--- config.mk ---
export PLATFORM = sky130hd
export DESIGN_NAME = cel_queue
export DESIGN_NICKNAME = d
export VERILOG_FILES = /design/src/rtl/cel_pkg.sv /design/src/rtl/cel_queue.sv
export SDC_FILE = /design/constraint.sdc
export NUM_CORES = 1
export LEC_CHECK = 0
export BUFFER_PORTS_ARGS = -buffer_cell sky130_fd_sc_hd__buf_4
export CAP_MARGIN = 0
export CELL_PAD_IN_SITES_DETAIL_PLACEMENT = 0
export CELL_PAD_IN_SITES_GLOBAL_PLACEMENT = 1
export CORE_AREA = 2 2 126 128
export DETAILED_ROUTE_END_ITERATION = 8
export DIE_AREA = 0 0 128 130
export PLACE_DENSITY_LB_ADDON = 0.1
export SYNTH_ARGS = -nofsm -noshare
export SYNTH_HDL_FRONTEND = slang
export SYNTH_SLANG_ARGS = --single-unit
--- constraint.sdc ---
create_clock -name clk -period 9.38 [get_ports clk]
set_input_delay 1.407 -clock clk [delete_from_list [all_inputs] [get_ports clk]]
set_output_delay 1.407 -clock clk [all_outputs]
set_load 0.005 [all_outputs]
--- src/rtl/cel_pkg.sv ---
// shared constants, codes and types for the csr element lookup
package cel_pkg;

  localparam int MAX_ROWS    = 1024;
  localparam int MAX_NZ      = 4096;
  localparam int COL_BITS    = 16;
  localparam int WORD_BITS   = 64;

  localparam int CMD_W       = 2;
  localparam int ROW_W       = 10;
  localparam int PSLOT_W     = 11;
  localparam int OFF_W       = 13;
  localparam int ESLOT_W     = 12;
  localparam int CNT_W       = 11;
  localparam int STAT_W      = 2;
  localparam int CFG_IDX_W   = 2;

  localparam int RO_DEPTH    = MAX_ROWS + 1;
  localparam int RO_AW       = $clog2(RO_DEPTH);
  localparam int NZ_AW       = $clog2(MAX_NZ);
  localparam int NZ_CW       = NZ_AW + 1;

  localparam int QUEUE_DEPTH = 2;
  localparam int Q_AW        = $clog2(QUEUE_DEPTH);
  localparam int Q_CW        = $clog2(QUEUE_DEPTH + 1);

  // commands on the input port
  localparam logic [CMD_W-1:0] CMD_WR_PTR = 2'd0;
  localparam logic [CMD_W-1:0] CMD_WR_NZ  = 2'd1;
  localparam logic [CMD_W-1:0] CMD_LOOKUP = 2'd2;

  // operations handed to the back end
  localparam logic [1:0] OP_WR_PTR = 2'd0;
  localparam logic [1:0] OP_WR_NZ  = 2'd1;
  localparam logic [1:0] OP_LOOKUP = 2'd2;
  localparam logic [1:0] OP_BEYOND = 2'd3;

  localparam logic [STAT_W-1:0] ST_HIT    = 2'd0;
  localparam logic [STAT_W-1:0] ST_MISS   = 2'd1;
  localparam logic [STAT_W-1:0] ST_BEYOND = 2'd2;

  localparam logic [CFG_IDX_W-1:0] CFG_ROW_COUNT = 2'd0;
  localparam logic [CFG_IDX_W-1:0] CFG_VALUES    = 2'd1;
  localparam logic [CFG_IDX_W-1:0] CFG_SORTED    = 2'd2;

  // addr holds the pointer slot, the entry slot or the query row
  // word holds the pointer offset in its low bits for pointer writes
  typedef struct packed {
    logic [1:0]           op;
    logic [NZ_AW-1:0]     addr;
    logic [COL_BITS-1:0]  col;
    logic [WORD_BITS-1:0] word;
  } q_item_t;

  function automatic logic [NZ_CW-1:0] clamp_off(input logic [OFF_W-1:0] v);
    if (v > OFF_W'(MAX_NZ)) begin
      clamp_off = NZ_CW'(MAX_NZ);
    end else begin
      clamp_off = NZ_CW'(v);
    end
  endfunction

endpackage

--- src/rtl/cel_queue.sv ---
// short fifo between the front end and the back end
module cel_queue (
  input  logic             clk,
  input  logic             rst_n,
  input  logic             push,
  input  cel_pkg::q_item_t push_item,
  input  logic             pop,
  output cel_pkg::q_item_t head,
  output logic             empty,
  output logic             full
);

  cel_pkg::q_item_t            store_r [cel_pkg::QUEUE_DEPTH];
  logic [cel_pkg::Q_AW-1:0]    wr_ptr_r, wr_ptr_nxt;
  logic [cel_pkg::Q_AW-1:0]    rd_ptr_r, rd_ptr_nxt;
  logic [cel_pkg::Q_CW-1:0]    cnt_r, cnt_nxt;

  assign empty = (cnt_r == '0);
  assign full  = (cnt_r == cel_pkg::Q_CW'(cel_pkg::QUEUE_DEPTH));
  assign head  = store_r[rd_ptr_r];

  always_comb begin
    wr_ptr_nxt = wr_ptr_r;
    rd_ptr_nxt = rd_ptr_r;
    cnt_nxt    = cnt_r;
    if (push) begin
      wr_ptr_nxt = (wr_ptr_r == cel_pkg::Q_AW'(cel_pkg::QUEUE_DEPTH - 1)) ?
                   '0 : wr_ptr_r + 1'b1;
    end
    if (pop) begin
      rd_ptr_nxt = (rd_ptr_r == cel_pkg::Q_AW'(cel_pkg::QUEUE_DEPTH - 1)) ?
                   '0 : rd_ptr_r + 1'b1;
    end
    if (push && !pop) begin
      cnt_nxt = cnt_r + 1'b1;
    end else if (pop && !push) begin
      cnt_nxt = cnt_r - 1'b1;
    end
  end

  always_ff @(posedge clk) begin
    if (!rst_n) begin
      wr_ptr_r <= '0;
      rd_ptr_r <= '0;
      cnt_r    <= '0;
    end else begin
      wr_ptr_r <= wr_ptr_nxt;
      rd_ptr_r <= rd_ptr_nxt;
      cnt_r    <= cnt_nxt;
    end
  end

  always_ff @(posedge clk) begin
    if (push) begin
      store_r[wr_ptr_r] <= push_item;
    end
  end

endmodule

=== Yosys cells after proc, flatten, opt, wreduce, memory -nomap -nowiden ===
Memories as Yosys holds them, arrays and structs flattened. A register that Yosys moved wholly into a read port is not among the register bits.
Index checks and enable logic that the tools add are counted.

* $add $sub $neg: 4
* Equal/unequal tests: 1
* Multiplexer cells: 8
* Reductions and logical operators: 6

{| class="wikitable"
|+ Operators with widths
! cell !! count
|-
| two-way mux 1 bit || 6
|-
| two-way mux 2 bit || 2
|-
| adder 1 bit, second input constant || 2
|-
| adder 2 x 1 -> 2 bit, second input constant || 1
|-
| equality test 2 bit, second input constant || 1
|-
| logical AND 1 bit || 2
|-
| logical NOT 1 bit || 2
|-
| logical NOT 2 bit || 1
|-
| nonzero test 2 bit || 1
|-
| subtractor 2 x 1 -> 2 bit, second input constant || 1
|}

* Register bits: 4
* RAM bits: 188
* Output and inout port bits: 96
* Memories: 1

{| class="wikitable"
|+ Memories
! memory !! words !! bits a word !! rd ports !! clocked after Yosys merged registers in !! write ports !! RTL line !! RTL
|-
| store_r || 2 || 94 || 1 || 1 || 1 || cel_queue.sv:13 || <nowiki>cel_pkg::q_item_t store_r [cel_pkg::QUEUE_DEPTH];</nowiki>
|}

=== Longest topological paths before layout ===
* Depth after elaboration: 4
* Mapped depth: 5

=== Worst setup path after synthesis ===
OpenSTA, ideal clock, no wires.

* Kind: input to register
* Start point: input port push
* End point: memory store_r[0][0] (netlist bit), enable pin
* Setup time: 0.559 ns
* Arrival: 5.534 ns
* Path slack: 3.287 ns
* Stages on the path: 1
* Buffers on the path: 0
* Cells stage by stage: nor2b_1

* Longest elaborated chain between the ends: 2

{| class="wikitable"
|+ Ends and longest elaborated chain
! item !! RTL line !! RTL
|-
| start, declared || cel_queue.sv:5 || <nowiki>input logic push,</nowiki>
|-
| two-way mux 1 bit || cel_queue.sv:54 || <nowiki>if (push) begin</nowiki>
|-
| two-way mux 1 bit (implied by the code) || cel_queue.sv:55 || <nowiki>store_r[wr_ptr_r] <= push_item;</nowiki>
|-
| end, declared || cel_queue.sv:13 ||
|}

Every way passes these cells.

==> results by group <==
Run status
  • Status: finished clean

STA
  • Endpoints failing hold: 0
  • Final period utilization: roughly 40%
  • RSZ-0062 raised after global routing: false
  • Max-slew violations: 0
  • Setup violators final: 0
  • Final TNS setup: 0 ns
  • Crit path time final: between 3 and 4 ns
  • Worst-margin pin slew: 0.953 ns
  • Final clock skew: 0.00658 ns
  • Fmax: around 0.26 GHz
  • Relative slew slack: 36.5%

Route
  • Vias per cell: 4.85
  • Drt drc: 0
  • Vias: 3517
  • DRT Pass-1 Iters: 4
  • Post-Route WL: 12900 microns
  • Drt wl/cell: 17.8 microns
  • Final antenna-violating net count: 0
  • Iter 0 DRT Violations: 246

Floorplanning
  • Starting Density: 45.4%
  • Height of the die: 130 microns
  • Row cnt: 46
  • Core outline area: 0.0154 sq mm
  • I/O pins: between 150 and 200
  • Die area: ~0.017 sq mm
  • Die width: around 130 microns

Synth
  • Synth cell types: 17
  • Syn Std Cell Area: 0.00701 sq mm
  • Synth Area per Inst: roughly 22 sq um
  • Syn Nets: 413
  • Mapped Cells: 314
  • Synth warn: 0
  • Synth Register Bits: 193
  • Sequential-to-total area share from yosys stat: approximately four fifths

Clock tree
  • Clock root buffer: clkbuf_16
  • Worst-Skew Late Latency: 0.42 ns
  • Clock slew at reported path FFs: 0.06 ns
  • Longest Clk Path Bufs: 2
  • Post-CTS Setup Bufs: 0
  • CTS tree: yes
  • Post-cts repair resize count: 0
  • TritonCTS Buffers: 17
  • H-tree depth: 4
  • Sink Count: 193
  • Hold buffers post-CTS: 0

Final layout
  • Nets: between 600 and 700
  • Area grow syn2layout: 31.3%
  • Most frequent cells in the layout: 197 x buf_4, 188 x edfxtp_1, 94 x mux2_2, 17 x clkbuf_16
  • Share of layout cells above drive strength 1: 60.0%
  • Core Util, Final: between 50% and 60%
  • Fill cells: 1168
  • Multi-input gate area: 0.00118 sq mm
  • Antenna Cells: 0
  • FF+latch area: 0.00575 sq mm
  • Commonest non-fill, non-tap cell in the layout: buf_4

Power
  • Leak Pwr: 3.43 nW
  • PwrDens: 206 mW/mm^2
  • Peak supply drop: between 0.0001 and 0.00015 V

Critical path
  • FF-to-FF setup slack: 7.30 ns
  • Worst flop-to-flop path startpoint: wr_ptr_r
  • Crit Path Max Fanout: 69
  • Worst setup path end: head[41]
  • Delay-heaviest family, CP: buffers and inverters
  • Arrival time at the worst endpoint: between 2 and 2.5 ns
  • Max stage delay on crit path: 0.81 ns
  • Startpoint class of the critical path: register
  • Crit path cell chain: buf_4, mux2_2, buf_4
  • Kind of critical path: reg -> out
  • R2R depth: 2
  • CP Capture Type: primary output
  • Reg-to-Reg End: store_r[1][91]
  • Worst Path Buf+Inv: 2
  • CP dominant cell by count: buf_4
  • Crit-path slowest cell: buf_4
  • Number of stages on the worst setup path: 3
  • WP data required: 7.97 ns

Global routing
  • Vias in the first global route: roughly 3700
  • Antenna violations before repair: 0
  • Global-route wire length before repair: roughly 19000 microns
  • Tot GR Track Use: 15.5%
  • Pin count of the biggest net entering global routing: 70
  • Total grt overflow: 0

Min path
  • Min-delay worst type: reg -> reg

Placed design
  • IO Port Bufs: ~190
  • Post-DP HPWL: 8310 microns
  • Placer Congestion: about 0.72

Run
  • Max_cap viols: 0
-- registers in the layout, indices dropped and copies added (netlist names), named ones only --
name / cells
rd_ptr_r: 1
store_r: 188
cnt_r: 2
wr_ptr_r: 1
-- where the power goes --
group	internal [mW]	switching (mW)
Sequential	0.996	0.0148
Clock	0.390	0.291
Combinational	0.122	0.0814
-- cell type report --
type	count	area share, %
inverters	1	0.0408
multi-input cells	110	12.8
clock buffers	21	4.78
flip-flops and latches	193	62.4
well taps	192	2.61
clock inverters	11	1.24
repair buffers	197	16.1
-- synthesized netlist by cell type (all sizes together) --
master | number | area, sq um
inv | 1 | 3.75
a21boi | 1 | 7.51
dfxtp | 5 | 100
edfxtp | 188 | 5650
or3 | 1 | 6.26
buf | 10 | 90.1
o21a | 1 | 7.51
o21ai | 1 | 5.00
mux2 | 94 | 1060
xnor2 | 1 | 8.76
nor2b | 3 | 18.8
xor2 | 2 | 17.5
nor2 | 1 | 3.75
and2 | 4 | 25.0
ha | 1 | 12.5
-- through the flow --
step | power, mW | worst slack [ns] | std cells | hold slack [ns] | cell area, sq um
CTS | 1.92 | 5.48 | 725 | 0.523 | 9210
detailed placement | 1.24 | 5.94 | 693 | 0.510 | 8650
floorplan | 1.12 | 3.29 | 314 | 0.466 | 7010
global placement | 1.23 | 5.97 | 693 | 0.487 | 8650
finish | 1.90 | 5.54 | 725 | 0.523 | 9210
global route | 1.97 | 5.39 | 725 | 0.567 | 9210
-- worst min-delay path by stage --
stage                     depth (start not counted)        to  slack [ns]     start
after floorplan                                   2  cnt_r[1]        0.47  cnt_r[1]
after global placement                            2  cnt_r[1]        0.49  cnt_r[1]
after detailed placement                          2  cnt_r[1]        0.51  cnt_r[1]
after CTS                                         2  cnt_r[1]        0.52  cnt_r[1]
after global routing                              2  cnt_r[1]        0.57  cnt_r[1]
final                                             2  cnt_r[1]        0.52  cnt_r[1]
-- kinds of logic (layout without fill, tap and decap cells) --
kind of cell | after synthesis | after routing | share of synthesized area [%]
compound gates | 3 | 3 | 0.286
flops | 193 | 193 | 82.0
buf+inv | 11 | 230 | 1.34
fa+ha+maj | 1 | 1 | 0.178
simple gates | 9 | 9 | 0.767
xor+xnor | 3 | 3 | 0.375
mux | 94 | 94 | 15.1
-- layer usage --
layer  track usage (%)  share of wire [%]
met1              18.0                 41
met4              7.11                2.0
met3              6.44                7.6
met5                 0                  0
met2              25.5                 50
-- worst register-to-register path, cell delays in order (launching register included) --
cell and delay (ns):
dfxtp_1 0.38, and2_4 0.60, buf_4 0.70
Note: power is estimated with default switching activity, not from simulation.
