### config.mk
export PLATFORM = sky130hd
export DESIGN_NAME = cel_front
export DESIGN_NICKNAME = d
export VERILOG_FILES = /design/src/rtl/cel_pkg.sv /design/src/rtl/cel_front.sv
export SDC_FILE = /design/constraint.sdc
export NUM_CORES = 1
export LEC_CHECK = 0
export BUFFER_PORTS_ARGS = -buffer_cell sky130_fd_sc_hd__buf_4
export CAP_MARGIN = 20
export CORE_AREA = 3 3 98 100
export DETAILED_ROUTE_END_ITERATION = 12
export DIE_AREA = 0 0 101 103
export GPL_TIMING_DRIVEN = 1
export PLACE_DENSITY = 0.52
export SLEW_MARGIN = 40
export SYNTH_ARGS = -nofsm -noshare
export SYNTH_HDL_FRONTEND = slang
export SYNTH_SLANG_ARGS = --single-unit
### constraint.sdc
create_clock -name vclk -period 2.6
set_clock_uncertainty 0.1 [all_clocks]
set_input_delay 0.52 -clock vclk [all_inputs]
set_output_delay 0.52 -clock vclk [all_outputs]
set_load 0.02 [all_outputs]
### src/rtl/cel_pkg.sv
// shared constants, codes and types for the csr element lookup
package cel_pkg;

  localparam int MAX_ROWS    = 1024;
  localparam int MAX_NZ      = 4096;
  localparam int COL_BITS    = 16;
  localparam int WORD_BITS   = 64;

  localparam int CMD_W       = 2;
  localparam int ROW_W       = 10;
  localparam int PSLOT_W     = 11;
  localparam int OFF_W       = 13;
  localparam int ESLOT_W     = 12;
  localparam int CNT_W       = 11;
  localparam int STAT_W      = 2;
  localparam int CFG_IDX_W   = 2;

  localparam int RO_DEPTH    = MAX_ROWS + 1;
  localparam int RO_AW       = $clog2(RO_DEPTH);
  localparam int NZ_AW       = $clog2(MAX_NZ);
  localparam int NZ_CW       = NZ_AW + 1;

  localparam int QUEUE_DEPTH = 2;
  localparam int Q_AW        = $clog2(QUEUE_DEPTH);
  localparam int Q_CW        = $clog2(QUEUE_DEPTH + 1);

  // commands on the input port
  localparam logic [CMD_W-1:0] CMD_WR_PTR = 2'd0;
  localparam logic [CMD_W-1:0] CMD_WR_NZ  = 2'd1;
  localparam logic [CMD_W-1:0] CMD_LOOKUP = 2'd2;

  // operations handed to the back end
  localparam logic [1:0] OP_WR_PTR = 2'd0;
  localparam logic [1:0] OP_WR_NZ  = 2'd1;
  localparam logic [1:0] OP_LOOKUP = 2'd2;
  localparam logic [1:0] OP_BEYOND = 2'd3;

  localparam logic [STAT_W-1:0] ST_HIT    = 2'd0;
  localparam logic [STAT_W-1:0] ST_MISS   = 2'd1;
  localparam logic [STAT_W-1:0] ST_BEYOND = 2'd2;

  localparam logic [CFG_IDX_W-1:0] CFG_ROW_COUNT = 2'd0;
  localparam logic [CFG_IDX_W-1:0] CFG_VALUES    = 2'd1;
  localparam logic [CFG_IDX_W-1:0] CFG_SORTED    = 2'd2;

  // addr holds the pointer slot, the entry slot or the query row
  // word holds the pointer offset in its low bits for pointer writes
  typedef struct packed {
    logic [1:0]           op;
    logic [NZ_AW-1:0]     addr;
    logic [COL_BITS-1:0]  col;
    logic [WORD_BITS-1:0] word;
  } q_item_t;

  function automatic logic [NZ_CW-1:0] clamp_off(input logic [OFF_W-1:0] v);
    if (v > OFF_W'(MAX_NZ)) begin
      clamp_off = NZ_CW'(MAX_NZ);
    end else begin
      clamp_off = NZ_CW'(v);
    end
  endfunction

endpackage

### src/rtl/cel_front.sv
// front end: decodes commands, drops ignored ones, flags rows beyond the count
module cel_front (
  input  logic                          start,
  input  logic                          q_full,
  input  logic [cel_pkg::CMD_W-1:0]     in_command,
  input  logic [cel_pkg::PSLOT_W-1:0]   in_pointer_slot,
  input  logic [cel_pkg::OFF_W-1:0]     in_pointer_offset,
  input  logic [cel_pkg::ESLOT_W-1:0]   in_entry_slot,
  input  logic [cel_pkg::COL_BITS-1:0]  in_entry_column,
  input  logic [cel_pkg::WORD_BITS-1:0] in_entry_word,
  input  logic [cel_pkg::ROW_W-1:0]     in_query_row,
  input  logic [cel_pkg::COL_BITS-1:0]  in_query_column,
  input  logic [cel_pkg::CNT_W-1:0]     row_count,
  output logic                          push,
  output cel_pkg::q_item_t              push_item
);

  logic                      keep;
  logic [cel_pkg::CNT_W-1:0] limit;

  always_comb begin
    keep      = 1'b0;
    push_item = '0;
    limit     = (row_count > cel_pkg::CNT_W'(cel_pkg::MAX_ROWS)) ?
                cel_pkg::CNT_W'(cel_pkg::MAX_ROWS) : row_count;
    case (in_command)
      cel_pkg::CMD_WR_PTR: begin
        keep           = (in_pointer_slot <= cel_pkg::PSLOT_W'(cel_pkg::MAX_ROWS));
        push_item.op   = cel_pkg::OP_WR_PTR;
        push_item.addr = cel_pkg::NZ_AW'(in_pointer_slot);
        push_item.word = cel_pkg::WORD_BITS'(in_pointer_offset);
      end
      cel_pkg::CMD_WR_NZ: begin
        keep           = 1'b1;
        push_item.op   = cel_pkg::OP_WR_NZ;
        push_item.addr = cel_pkg::NZ_AW'(in_entry_slot);
        push_item.col  = in_entry_column;
        push_item.word = in_entry_word;
      end
      cel_pkg::CMD_LOOKUP: begin
        keep           = 1'b1;
        push_item.op   = (cel_pkg::CNT_W'(in_query_row) >= limit) ?
                         cel_pkg::OP_BEYOND : cel_pkg::OP_LOOKUP;
        push_item.addr = cel_pkg::NZ_AW'(in_query_row);
        push_item.col  = in_query_column;
      end
      default: begin
        keep = 1'b0;
      end
    endcase
  end

  assign push = start & ~q_full & keep;

endmodule

Yosys cells after proc, flatten, opt, wreduce, memory -nomap -nowiden:

Index checks and enable logic that the tools add are counted.

* register bits: 0
* input port bits: 157
* logic and storage cells: 16

* order comparisons: 3
* equality and inequality tests: 2
* muxes and demuxes: 6
* bitwise gates (word level): 3
* reduce and logical (&&, ||, !) cells: 2

Operator list (count)
* 64-bit case mux with 2 select lines: 1
* 14-bit case mux with 3 select lines: 1
* 16-bit case mux with 2 select lines: 1
* 10-bit by 11-bit >= comparator with 1-bit output: 1
* 11-bit > comparator, second input constant: 1
* 11-bit <= comparator, second input constant: 1
* 11-bit two-way mux: 1
* 1-bit AND: 2
* 2-bit by 1-bit equality test with 1-bit output, second input constant: 1
* 2-bit equality test, second input constant: 1
* 2-bit logical NOT: 1
* 1-bit case mux with 2 select lines: 1
* 2-bit OR reduction: 1
* 1-bit two-way mux: 1
* 1-bit inverter: 1

Depth between registers and ports, before layout:

Gate-level depths: netlist of the first run.

* depth after elaboration: 5
* depth in mapped cells: 7
* depth with buffers taken out: 6

Least setup slack after synthesis of the first run:

Ideal clock, no wire load.

* path type: in2out
* start: in in_pointer_slot[3] (netlist name)
* end: out push
* arrival time: 1876 ps
* required time: 1980 ps
* slack: 104 ps
* cell stages on the path: 4
* path buffers: 0
* cells stage by stage: or4_4 o41ai_2 a21oi_1 nor4b_2

* word-level cells in the longest chain between the ends: 3

Ends and longest elaborated chain
* from (decl): RTL line cel_front.sv:6 `input logic [cel_pkg::PSLOT_W-1:0] in_pointer_slot,`
* 11-bit <= comparator: RTL line cel_front.sv:28 `keep = (in_pointer_slot <= cel_pkg::PSLOT_W'(cel_pkg::MAX_ROWS));`
* 1-bit case mux with 2 select lines: RTL line cel_front.sv:26 `case (in_command)`
* 1-bit AND: RTL line cel_front.sv:53 `assign push = start & ~q_full & keep;`
* to (decl): RTL line cel_front.sv:14 `output logic push,`

Every way passes these cells.

Final worst setup path of the first run:

Same ends and word-level chain as after synthesis.

==> out/results.tsv, run 1 <==
metric	value	unit
Pre-antenna DRT Iters	4	
Die Y	103	µm
GRT Total Usage	16.17	%
final slew viol count	0	
detailed-route vias per instance	4.435	
Max-Slew Margin vs Limit	72.62	%
# Max-Cap Violations	0	
Post-synth top cells	51 x and2_1, 18 x clkbuf_1, 17 x a22oi_1, 17 x nor2b_1	
critical path's top delay family	simple AND/OR/NAND/NOR gates	
number of global-route vias before repair	2426	
pwr/cell area	182.1	nW/µm²
Critical Path Source	in_pointer_slot[3]	
Worst setup SP type	input pin	
Worst path slowest cell	or4_4	
first-pass GRT wire length	13180	µm
number of buffers and inverters on the critical path	2	
routability cong.	0.8443	
distinct cell type count after synthesis	27	
cell leakage power	1.818	nW
via count	2395	
synth-to-layout area growth	162.4	%
register area	0	µm²
worst hold path type	in2out	
slew at the pin closest to its max-slew limit	0.4108	ns
Hold Path Cell Cnt	3	
final-report hold violation count	0	
sequential-to-total area share from yosys stat	0	%
Std-Cell Rows	34	
most common cell in the netlist	and2_1	
placed insts	540	
die footprint	10400	µm²
YS warnings	0	
DRT antenna net count	0	
Antenna Cells	0	
Ports	252	
Setup CP Type	in2out	
clock period minus worst slack	2.624	ns
RSZ-0062 raised after global routing	true	
final setup violation count	1	
CP max FO	2	
fillers	943	
Max Fclk	381.1	MHz
crit share post-route	100.9	%
Hold Startpoint	q_full	
layout cell share with drive strength beyond 1	62.50	%
peak supply drop	0.07101	mV
Critical Path End Type	primary output	
failing checks	negative setup slack	
top cell type's share of synthesized area	24.64	%
hold path endpoint	push	
initial antenna violation count	0	
area leader, netlist	and2_1	
Seq cells	0	
outcome	complete, but fails checks	
mapped cell area	1295	µm²
Final Routed Wirelength	9295	µm
Core ar.	8763	µm²
CP arrival	2.00	ns
leading post-synthesis cells by cell area	and2_1 25%, ha_1 14%, a22oi_1 9.9%, a22o_1 8.8%, nor2b_1 8.2%	
total power	0.0006187	W
DR WL/cell	17.21	µm
Worst EP required	1.98	ns
Layout Cells excl Fill	540	
cell count after synthesis	189	
clock buffer count	0	
number of port buffers	252	
Final HPWL DP	8338	µm
worst-path cell chain	buf_6 -> or4_4 -> o41ai_4 -> a21oi_2 -> nor4b_2 -> buf_4	
Net Count, Synth	361	
post-route setup slack	-0.02401	ns
pin count of the biggest net entering global routing	35	
Syn Area/Cell	6.852	µm²
initial cell density of the core	14.78	%
Max stage delay on crit path	0.56	ns
initial DRC count	89	
DRC	0	
total global routing overflow	0	
die width	101	µm
fin nets	606	
## layout by cell type (no fill, tap or decap), types with 2 or more instances in the layout
master	synthesis	routed
a21oi_1	3	2
a222oi_1	10	10
a22o_1	13	13
a22oi_1	17	17
and2_1	51	51
buf_12	0	3
buf_4	0	257
buf_6	0	2
ha_1	15	13
ha_2	0	2
inv_1	3	3
nand2_1	2	2
nand2b_1	9	9
nand3_1	2	2
nor2_1	15	15
nor2b_1	17	17
or4_4	1	2
## cell type report
| cell class | count | area (µm²) | share of cell area [%] |
|---|---|---|---|
| multi-input cells | 167 | 1240 | 36.49 |
| repair buffers | 262 | 2012 | 59.20 |
| inverters | 3 | 11.26 | 0.3314 |
| well taps | 108 | 135.1 | 3.976 |
## cells by family (layout without fill, tap and decap cells)
logic type,Yosys count,in the layout,share of synthesized area [%]
adder cells (fa/ha/maj),15,15,14.49
AND/OR/NAND/NOR,101,101,46.57
AO/OA/AOI/OAI,51,51,32.46
buffers and inverters,22,265,6.473
## stage by stage
stage / setup slack (ns) / TNS, ns / area, µm² / utilization (%) / hold WS (ns)
after CTS: -0.05147 / -0.05147 / 3387 / 38.65 / 1.214
after detailed placement: -0.07436 / -0.07436 / 3364 / 38.39 / 1.212
final: -0.02401 / -0.02401 / 3398 / 38.78 / 1.209
after global routing: -0.08149 / -0.08149 / 3398 / 38.78 / 1.215
after global placement: -0.07293 / -0.07293 / 3364 / 38.39 / 1.213
after floorplan: 0.1039 / 0 / 1295 / - / 0.9951
## layer usage
layer  up-vias  share of wire [%]  global-route usage, %
li1       1175                  -                      -
met4         0                1.2                  2.045
met1      1071                 40                  20.19
met5         -                  0                      0
met2       141                 50                  29.32
met3         8                9.1                  3.451
## report_power, final
part | switching, W | total, W | internal [W] | leakage [nW]
combinational | 0.000280 | 0.000619 | 0.000339 | 1.82
clock | 0 | 0 | 0 | 0
sequential | 0 | 0 | 0 | 0
total | 0.000280 | 0.000619 | 0.000339 | 1.82
## worst max-delay path by stage
stage,endpoint,slack (ns),cells after the start
after CTS,push,-0.05,6
after detailed placement,push,-0.07,6
after floorplan,push,0.10,4
after global routing,push,-0.08,6
after global placement,push,-0.07,6
final,push,-0.02,6
## timing repair
| action | 4_1_cts | 5_1_grt |
|---|---|---|
| setup endpoints to repair | 1 | 3 |
| pin swaps | 0 | 4 |
| gates resized for setup | 4 | 3 |
| hold buffers | 0 | 0 |
| endpoints found under the hold margin | 0 | 0 |
| setup buffers | 0 | 0 |
Note: power is estimated with default switching activity, not from simulation.
==> inputs of run 2 (changes only) <==
--- a/config.mk
+++ b/config.mk
@@ -6,12 +6,12 @@
 export NUM_CORES = 1
 export LEC_CHECK = 0
 export BUFFER_PORTS_ARGS = -buffer_cell sky130_fd_sc_hd__buf_4
-export CAP_MARGIN = 20
 export CORE_AREA = 3 3 98 100
 export DETAILED_ROUTE_END_ITERATION = 12
 export DIE_AREA = 0 0 101 103
+export GPL_ROUTABILITY_DRIVEN = 1
 export GPL_TIMING_DRIVEN = 1
-export PLACE_DENSITY = 0.52
+export PLACE_DENSITY_LB_ADDON = 0.05
 export SLEW_MARGIN = 40
 export SYNTH_ARGS = -nofsm -noshare
 export SYNTH_HDL_FRONTEND = slang
==> run 2 against run 1 <==
  * The run now ends clean
  * Design area shrank 1.3%
  * First-iteration DRC count shrank 26%
  * Clock-buffer cell count is the same
  * Utilization shrank 0.51 points
  * Hold slack gained 0.0049 ns
  * Combinational power shrank 3%
  * Global-route usage shrank 1.0 points
  * Routed wire length shrank 4.2%
==> out/results.tsv, run 2 (synthesized netlist as in run 1, its figures left out) <==
metric	value	unit
Ports	252	
Final HPWL DP	7786	µm
final slew viol count	0	
die footprint	10400	µm²
pin count of the biggest net entering global routing	80	
fin nets	604	
Antenna Cells	0	
number of port buffers	252	
initial DRC count	66	
Critical Path End Type	primary output	
first-pass GRT wire length	12520	µm
final setup violation count	0	
most frequent cells in the layout	256 x buf_4, 51 x and2_1, 17 x a22oi_1, 17 x nor2b_1, 15 x nor2_1	
die width	101	µm
final-report hold violation count	0	
cell leakage power	1.798	nW
CP max FO	2	
slew at the pin closest to its max-slew limit	0.2922	ns
layout cell share with drive strength beyond 1	61.86	%
CP arrival	1.96	ns
fillers	936	
Final Cell Area	3353	µm²
switching part of the total	44.77	%
combinational power share	100.0	%
synth-to-layout area growth	158.9	%
# Max-Cap Violations	0	
Worst EP required	1.98	ns
DRT antenna net count	0	
P_sw	0.0002696	W
Std-Cell Rows	34	
Die Y	103	µm
outcome	completed	
initial cell density of the core	14.78	%
RSZ-0062 raised after global routing	true	
DR WL/cell	16.56	µm
Final Routed Wirelength	8908	µm
routability cong.	0.7520	
Max Fclk	387.3	MHz
CTS Hold Bufs	0	
clock share of power	0	%
crit share post-route	99.30	%
register area	0	µm²
number of global-route vias before repair	2350	
via count	2359	
Core ar.	8763	µm²
internal cell power	0.0003327	W
Max-Slew Margin vs Limit	80.52	%
GRT Total Usage	15.18	%
peak supply drop	0.06509	mV
Core Util, Final	38.26	%
detailed-route vias per instance	4.385	
Setup CP Type	in2out	
total global routing overflow	0	
pwr/cell area	179.6	nW/µm²
Seq pwr share	0	%
DP Area	3337	µm²
Worst setup SP type	input pin	
clock buffer count	0	
Pre-antenna DRT Iters	7	
placed insts	538	
Seq cells	0	
total power	0.0006023	W
DRC	0	
worst hold path type	in2out	
initial antenna violation count	0	
clock period minus worst slack	2.582	ns
Layout Cells excl Fill	538	
commonest non-fill, non-tap cell in the layout	buf_4	
==> run 2: through the flow <==
stage / setup slack (ns) / TNS, ns / hold slack (ns)
after global routing: -0.05595 / -0.05595 / 1.231
after CTS: 0.001318 / 0 / 1.224
after detailed placement: -0.01427 / -0.01427 / 1.223
after floorplan: 0.1039 / 0 / 0.9951
final: 0.01815 / 0 / 1.214
after global placement: -0.02291 / -0.02291 / 1.225
==> run 2: power groups by stage <==
stage / Clock (W) / Sequential, W / Combinational (W)
global route: 0 / 0 / 0.000651
detailed placement: 0 / 0 / 0.000608
finish: 0 / 0 / 0.000602
CTS: 0 / 0 / 0.000612
global placement: 0 / 0 / 0.000605
floorplan: 0 / 0 / 0.000252
==> run 2: layout make-up <==
class	instances	area, µm²	area share [%]
inverters	3	11.26	0.3358
multi-input cells	167	1222	36.46
well taps	108	135.1	4.030
repair buffers	260	1984	59.18
==> run 2: what timing repair did <==
item | in CTS | in global routing
endpoints found under the hold margin | 0 | 0
endpoints found under the setup margin | 1 | 2
setup buffers | 0 | 0
pin swaps | 0 | 2
gates resized for setup | 3 | 1
==> run 2: worst paths after layout <==
path	startpoint	endpoint	slack [ns]	cells past startpoint
worst max-delay path	in_pointer_slot[3]	push	0.02	6
worst min-delay path	q_full	push	1.21	3
==> run 2: critical path: stages <==
cell and delay (ns):
buf_6 0.09, or4_4 0.54, o41ai_2 0.28, a21oi_1 0.12
nor4b_2 0.23, buf_4 0.19
==> run 2: routing by layer <==
metal / wire, µm / GRT usage, %
met4: 88 / 1.329
met1: 2996 / 16.11
met2: 4901 / 31.24
met5: 0 / 0
met3: 921 / 3.451
